<file path="config.mk">
export PLATFORM = sky130hd
export DESIGN_NAME = sscc_ctrl
export DESIGN_NICKNAME = d
export VERILOG_FILES = /design/src/hdl/sscc_pkg.sv /design/src/hdl/sscc_ctrl.sv
export SDC_FILE = /design/constraint.sdc
export NUM_CORES = 1
export LEC_CHECK = 0
export ABC_CLOCK_PERIOD_IN_PS = 900
export BUFFER_PORTS_ARGS = -buffer_cell sky130_fd_sc_hd__buf_4
export CAP_MARGIN = 25
export CORE_AREA = 4 4 41 43
export DETAILED_ROUTE_END_ITERATION = 7
export DIE_AREA = 0 0 45 47
export GPL_TIMING_DRIVEN = 0
export PLACE_DENSITY = 0.36
export SETUP_SLACK_MARGIN = 0.1
export SYNTH_ARGS = -nofsm -noshare
export SYNTH_HDL_FRONTEND = slang
export SYNTH_SLANG_ARGS = --single-unit
</file>
<file path="constraint.sdc">
create_clock -name clk -period 0.9 [get_ports clk]
set_input_delay 0.045 -clock clk [delete_from_list [all_inputs] [get_ports clk]]
set_output_delay 0.045 -clock clk [all_outputs]
set_load 0.05 [all_outputs]
</file>
<file path="src/hdl/sscc_pkg.sv">
// shared types and constants for the strip-chart column store
`timescale 1ns / 1ps

package sscc_pkg;

  localparam int WIDTH_DEFAULT = 128;

  localparam int SAMPLE_W   = 16;
  localparam int PAGE_W     = 3;
  localparam int COL_W      = 7;
  localparam int BYTE_W     = 8;
  localparam int LEVEL_W    = 6;
  localparam int ROW_COUNT  = 48;
  localparam int PAGE_COUNT = 6;

  localparam logic [LEVEL_W-1:0] LEVEL_MAX = LEVEL_W'(ROW_COUNT - 1);

  localparam logic FUNC_APPEND = 1'b0;
  localparam logic FUNC_READ   = 1'b1;

  typedef enum logic [1:0] {
    ST_IDLE,
    ST_READ,
    ST_LOAD
  } sscc_state_t;

  typedef struct packed {
    logic append;   // write new column, advance pointer
    logic capture;  // latch read slot and page
    logic mem_rd;   // read the column memory
    logic load;     // load output byte register
  } sscc_cmd_t;

endpackage

</file>
<file path="src/hdl/sscc_ctrl.sv">
// controller state machine for the strip-chart column store
`timescale 1ns / 1ps

module sscc_ctrl
  import sscc_pkg::*;
(
  input  logic      clk,
  input  logic      rst_n,
  input  logic      in_valid,
  input  logic      in_func,
  output logic      in_ready,
  output logic      out_valid,
  input  logic      out_ready,
  output sscc_cmd_t cmd
);

  sscc_state_t state_r, state_nxt;
  logic        out_valid_r, out_valid_nxt;
  logic        accept;

  assign in_ready = (state_r == ST_IDLE) && (!out_valid_r || out_ready);
  assign accept   = in_valid && in_ready;

  always_comb begin
    state_nxt = state_r;
    unique case (state_r)
      ST_IDLE: begin
        if (accept && (in_func == FUNC_READ)) begin
          state_nxt = ST_READ;
        end
      end
      ST_READ: begin
        state_nxt = ST_LOAD;
      end
      ST_LOAD: begin
        state_nxt = ST_IDLE;
      end
      default: begin
        state_nxt = ST_IDLE;
      end
    endcase
  end

  always_comb begin
    cmd.append  = 1'b0;
    cmd.capture = 1'b0;
    cmd.mem_rd  = 1'b0;
    cmd.load    = 1'b0;
    unique case (state_r)
      ST_IDLE: begin
        cmd.append  = accept && (in_func == FUNC_APPEND);
        cmd.capture = accept && (in_func == FUNC_READ);
      end
      ST_READ: begin
        cmd.mem_rd = 1'b1;
      end
      ST_LOAD: begin
        cmd.load = 1'b1;
      end
      default: begin
        cmd.load = 1'b0;
      end
    endcase
  end

  always_comb begin
    out_valid_nxt = out_valid_r;
    if (cmd.load) begin
      out_valid_nxt = 1'b1;
    end else if (out_ready) begin
      out_valid_nxt = 1'b0;
    end
  end

  always_ff @(posedge clk) begin
    if (!rst_n) begin
      state_r     <= ST_IDLE;
      out_valid_r <= 1'b0;
    end else begin
      state_r     <= state_nxt;
      out_valid_r <= out_valid_nxt;
    end
  end

  assign out_valid = out_valid_r;

endmodule

</file>
==> results of run 1 <==
timing repair:
action | CTS | global route
setup endpoints to repair | 8 | 9
resized for setup | 11 | 6
pin swaps | 3 | 0
buffers inserted | 0 | 1
endpoints found under the hold margin | 0 | 0
synthesized netlist by cell type:
| library cell | count | area [µm²] |
|---|---|---|
| nor2b_1 | 3 | 18.8 |
| o21a_1 | 1 | 7.51 |
| nand2b_1 | 1 | 6.26 |
| nand2_1 | 1 | 3.75 |
| nor4_1 | 3 | 18.8 |
| buf_4 | 2 | 15.0 |
| dfxtp_1 | 3 | 60.1 |
| nand3_1 | 1 | 5.00 |
| nor3_1 | 1 | 5.00 |
| and2_1 | 1 | 6.26 |
layout make-up:
cell class,instances,area [µm²],area share (%)
Buffer,2,22.5,5.88
Tap cell,15,18.8,4.90
Timing Repair Buffer,11,109,28.4
Clock buffer,4,26.3,6.86
Sequential cell,3,71.3,18.6
Multi-Input combinational cell,12,135,35.3
routing by layer:
metal	global-route usage [%]	vias to the layer above
li1	-	88
met1	5.43	79
met2	9.32	2
met3	4.60	0
met4	5.26	0
met5	0	-
worst max-delay path, delay by kind of cell (launching register included):
family        cells  cell delay, ns
flops             1            0.37
buf+inv           1            0.19
simple gates      1            0.27
power breakdown:
part           total (µW)  switching, µW  internal [µW]
sequential            142           10.3            132
combinational         140           72.8           67.0
clock                 228           62.4            166
total                 510            146            365
layout by cell type, fill, tap and decap left out:
master,n
nand2b_1,1
clkbuf_4,3
buf_4,6
dfxtp_4,3
nor4_4,2
nor3_4,1
buf_6,5
buf_8,2
clkbuf_1,1
and2_1,1
nand2_1,1
nor2b_4,3
o21a_1,1
nor4_1,1
nand3_1,1
flip-flops by register name, summed over array words and instances (netlist names):
register and count:
out_valid 1, state_r 2
logic make-up after synthesis:
| family | Yosys count | synth area share, % |
|---|---|---|
| buf+inv | 2 | 10.3 |
| simple gates | 11 | 43.6 |
| flops | 3 | 41.0 |
| compound gates | 1 | 5.13 |
through the flow:
step	cells	cell area, µm²	setup slack, ns	hold slack [ns]	utilization (%)
2_1_floorplan	17	199	-0.234	0.162	-
3_3_place_gp	42	293	-0.203	0.276	22.5
3_5_place_dp	42	293	-0.195	0.278	22.5
4_1_cts	46	350	-0.227	0.0364	26.9
5_1_grt	47	383	-0.246	0.0496	29.4
6_report	47	383	-0.204	0.0387	29.4
worst paths after layout:
kind | slack, ns | to | start | cells past startpoint
setup / recovery | -0.20 | cmd[3] | state_r[0]$_SDFFE_PN0P_ | 2
hold / removal | 0.04 | out_valid$_SDFFE_PN0P_ | rst_n | 2
setup reg to reg | 0.09 | out_valid$_SDFFE_PN0P_ | out_valid$_SDFFE_PN0P_ | 2
hold reg to reg | 0.51 | state_r[0]$_SDFFE_PN0P_ | state_r[0]$_SDFFE_PN0P_ | 1
==> flow_summary.ini, run 1 <==
[run_status]
status = complete, but fails checks
failed_checks = negative setup slack

[setup_path]
arrival_ns = 1.06
critical_path.max_fanout = 6
cp_slowest_cell = dfxtp_4
critPathCaptureType = output pin
path_cells = nor4_4, buf_6
required_ns = 0.85
critical_path_class = register to output pin
start_kind = register
max_stage_delay_ns = 0.37

[route]
drcViolationCount = 0
wl_met2_um = 300
ant_nets = 0
wirelength_met1_um = 149
via_count = 169
wl_per_cell_um = 9.70
top_layer = met3
drt_iter0_drc = 0
routed_wl_um = 456
dr.pass1.iters = 1
met3_length_um = 6
via_per_inst = 3.60

[logic_synthesis]
avgSynthCellArea_um2 = 8.61
ys_warn_count = 0
synth_seq_cells = 3
netlist_area_um2 = 146
ys_seq_area_share_pct = 41.0
synth_nets = 22
post_synth_num_cell_types = 10
postSynthCellCount = 17

[sta]
finalSetupTns_ns = -0.962
rsz0062_at_grt = yes
skew_ns = 0.000734
max_freq_mhz = 906
slew_headroom_pct = 83.1
finalSetupViolCount = 5
setup_slack_ns = -0.204
drv_slew = 0
layout_min_cycle_time_ns = 1.10
fin_crit_sh_pct = 123
finalHoldViolCount = 0
worstMarginPinSlew_ns = 0.253

[power_and_ir_drop]
p_total_uw = 510
peakVddDrop_mv = 0.898
power.density_nw_per_um2 = 1330
p_leak_uw = 0.000152

[die]
fp-row-count = 13
dieArea_um2 = 2120
io_pins = 11
die_w_um = 45
start_util_pct = 11.2
die_y_um = 47
core_area_um2 = 1300

[clock_tree]
h-tree-depth = 1
numCtsBuffers = 3
cts_hold_buffers = 0
clock_latency_ns = 0.23
cts_tree = done
root_buffer = clkbuf_4
clock_sinks = 3
clockBufferDepth = 2
clkSlewWorstSetupHoldPaths_ns = 0.03

[global_routing]
grt_pass1_vias = 210
gr-total-overflow = 0
grt_use_total_pct = 6.15
antenna_found_initial = 0
grt_max_degree = 7
grt_pass1_wl_um = 855

[worst_hold_path]
min_path_type = primary input to register

[placement]
io_buffers = 10
dp_hpwl_um = 380
gp_congestion = 0.672

[cells_and_area]
drive_gt1_share_pct = 78.1
nets = 38
fillers = 150
synthToLayoutAreaGrowth_pct = 162
diodes = 0

[run]
timing.max_cap.violations = 0
Note: power is estimated with default switching activity, not from simulation.
==> inputs of run 2 (changes only) <==
--- a/config.mk
+++ b/config.mk
@@ -9,6 +9,7 @@
 export BUFFER_PORTS_ARGS = -buffer_cell sky130_fd_sc_hd__buf_4
 export CAP_MARGIN = 25
 export CORE_AREA = 4 4 41 43
+export CTS_BUF_LIST = sky130_fd_sc_hd__clkbuf_4 sky130_fd_sc_hd__clkbuf_8
 export DETAILED_ROUTE_END_ITERATION = 7
 export DIE_AREA = 0 0 45 47
 export GPL_TIMING_DRIVEN = 0
==> run 2 against run 1 <==
  * The flow still finishes with violations (negative setup slack)
  * Count of clock-buffer cells in the layout stayed put
  * Worst hold slack worse by 0.0038 ns
  * Routed wire length is 2.6% higher
  * Utilization is 0.58 points higher
  * Final cell count stayed put
  * Global-route usage is 0.079 points higher
  * Combinational power hardly changed
  * Via count is 4.1% higher
  * Sequential power hardly changed
  * Sequential share of layout area is 0.36 points lower
  * Largest power group unchanged
  * Highest routed layer unchanged
==> flow_summary.ini, run 2 (synthesis gave the netlist of run 1 again) <==
[run_status]
status = complete, but fails checks
failed_checks = negative setup slack

[cells_and_area]
fillers = 148
final_cell_mix = buf_6 (6), buf_4 (5), clkbuf_4 (4), nor2b_4 (3), dfxtp_4 (3)
top_register = state_r
drive_gt1_share_pct = 81.3
diodes = 0
nets = 38
layout_commonest_cell = buf_6
largest_reg_flops = 2
multi_input_area_um2 = 135
regArea_um2 = 71.3
synthToLayoutAreaGrowth_pct = 167

[run]
timing.max_cap.violations = 0

[worst_hold_path]
min_path_type = primary input to register
min_path_cells = 2
min_from = rst_n
worstHoldEndpoint = out_valid$_SDFFE_PN0P_

[sta]
worstMarginPinSlew_ns = 0.256
timing.hold.ws_ns = 0.0349
skew_ns = 0.00409
fin_crit_sh_pct = 123
slew_headroom_pct = 82.9
finalSetupViolCount = 5
finalSetupTns_ns = -0.992
setup_slack_ns = -0.208
finalHoldViolCount = 0
drv_slew = 0
layout_min_cycle_time_ns = 1.11
rsz0062_at_grt = yes
max_freq_mhz = 903

[power_and_ir_drop]
peakVddDrop_mv = 0.906
p_total_uw = 549
p_leak_uw = 0.000157
power.density_nw_per_um2 = 1410

[setup_path]
critical_path.max_fanout = 6
path_cells = nor4_4, buf_6
max_stage_delay_ns = 0.37
start_kind = register
arrival_ns = 1.06
critPathCaptureType = output pin
r2r_start = out_valid$_SDFFE_PN0P_
critical_path_class = register to output pin
worstReg2RegEnd = state_r[0]$_SDFFE_PN0P_
r2r_slack_ns = 0.09
required_ns = 0.85
cp_slowest_cell = dfxtp_4
reg2regPathDepth = 2

[route]
drcViolationCount = 0
dr.pass1.iters = 3
wl_per_cell_um = 9.96
via_per_inst = 3.74
routed_wl_um = 468
ant_nets = 0
via_count = 176
drt_iter0_drc = 1

[global_routing]
gr-total-overflow = 0
grt_max_degree = 7
grt_pass1_vias = 210
antenna_found_initial = 0
grt_pass1_wl_um = 862
grt_use_total_pct = 6.23

[die]
dieArea_um2 = 2120
die_y_um = 47
io_pins = 11
die_w_um = 45
start_util_pct = 11.2
fp-row-count = 13
core_area_um2 = 1300

[clock_tree]
root_buffer = clkbuf_4
h-tree-depth = 1
clock_sinks = 3
numCtsBuffers = 3
clkSlewWorstSetupHoldPaths_ns = 0.04
cts_tree = done
cts_hold_buffers = 0
clockBufferDepth = 2
clock_latency_ns = 0.23

[placement]
io_buffers = 10
gp_congestion = 0.672
dp_hpwl_um = 380
## run 2: cell count changes in the layout (fill, tap and decap cells not counted)
cell	before	now
clkbuf_4	3	4
buf_6	5	6
clkbuf_1	1	0
buf_4	6	5
## run 2: layout make-up
class,instances,area share [%]
Timing Repair Buffer,11,28.8
Sequential cell,3,18.3
Multi-Input combinational cell,12,34.6
Buffer,2,5.77
Clock buffer,4,7.69
Tap cell,15,4.81
## run 2: how the worst max path moves through the flow
stage / start / endpoint / slack [ns] / depth (start not counted)
finish: state_r[0]$_SDFFE_PN0P_ / cmd[3] / -0.21 / 2
detailed placement: state_r[1]$_SDFFE_PN0P_ / cmd[0] / -0.20 / 3
floorplan: out_valid$_SDFFE_PN0P_ / cmd[2] / -0.23 / 2
global route: state_r[0]$_SDFFE_PN0P_ / cmd[3] / -0.25 / 2
global placement: state_r[1]$_SDFFE_PN0P_ / cmd[0] / -0.20 / 3
CTS: state_r[1]$_SDFFE_PN0P_ / cmd[0] / -0.23 / 3
## run 2: metal layers
layer / vias up / wire (µm) / GRT usage, %
met4: 0 / 0 / 5.26
met1: 84 / 140 / 5.43
met3: 0 / 12 / 4.60
met5: - / 0 / 0
met2: 4 / 316 / 9.60
li1: 88 / - / -
## run 2: worst max-delay path: cells and delay by family, from the launching register on
family	cells	cell delay (ns)
buffers and inverters	1	0.19
DFF	1	0.37
and+or+nand+nor	1	0.27
## run 2: power by group
group / internal, µW / switching [µW]
Sequential: 132 / 10.6
Clock: 196 / 68.6
Combinational: 68.7 / 73.2
Total: 397 / 152
## run 2: per-stage QoR
step / setup WS (ns) / std cells / area (µm²) / utilization [%]
2_1_floorplan: -0.234 / 17 / 199 / -
3_3_place_gp: -0.203 / 42 / 293 / 22.5
3_5_place_dp: -0.195 / 42 / 293 / 22.5
4_1_cts: -0.227 / 46 / 354 / 27.2
5_1_grt: -0.248 / 47 / 390 / 30.0
6_report: -0.208 / 47 / 390 / 30.0
## run 2: what timing repair did
| action | CTS | global route |
|---|---|---|
| pin swaps | 3 | 2 |
| setup buffers | 0 | 1 |
| endpoints found under the setup margin | 9 | 9 |
| endpoints found under the hold margin | 0 | 0 |
| resized for setup | 11 | 7 |
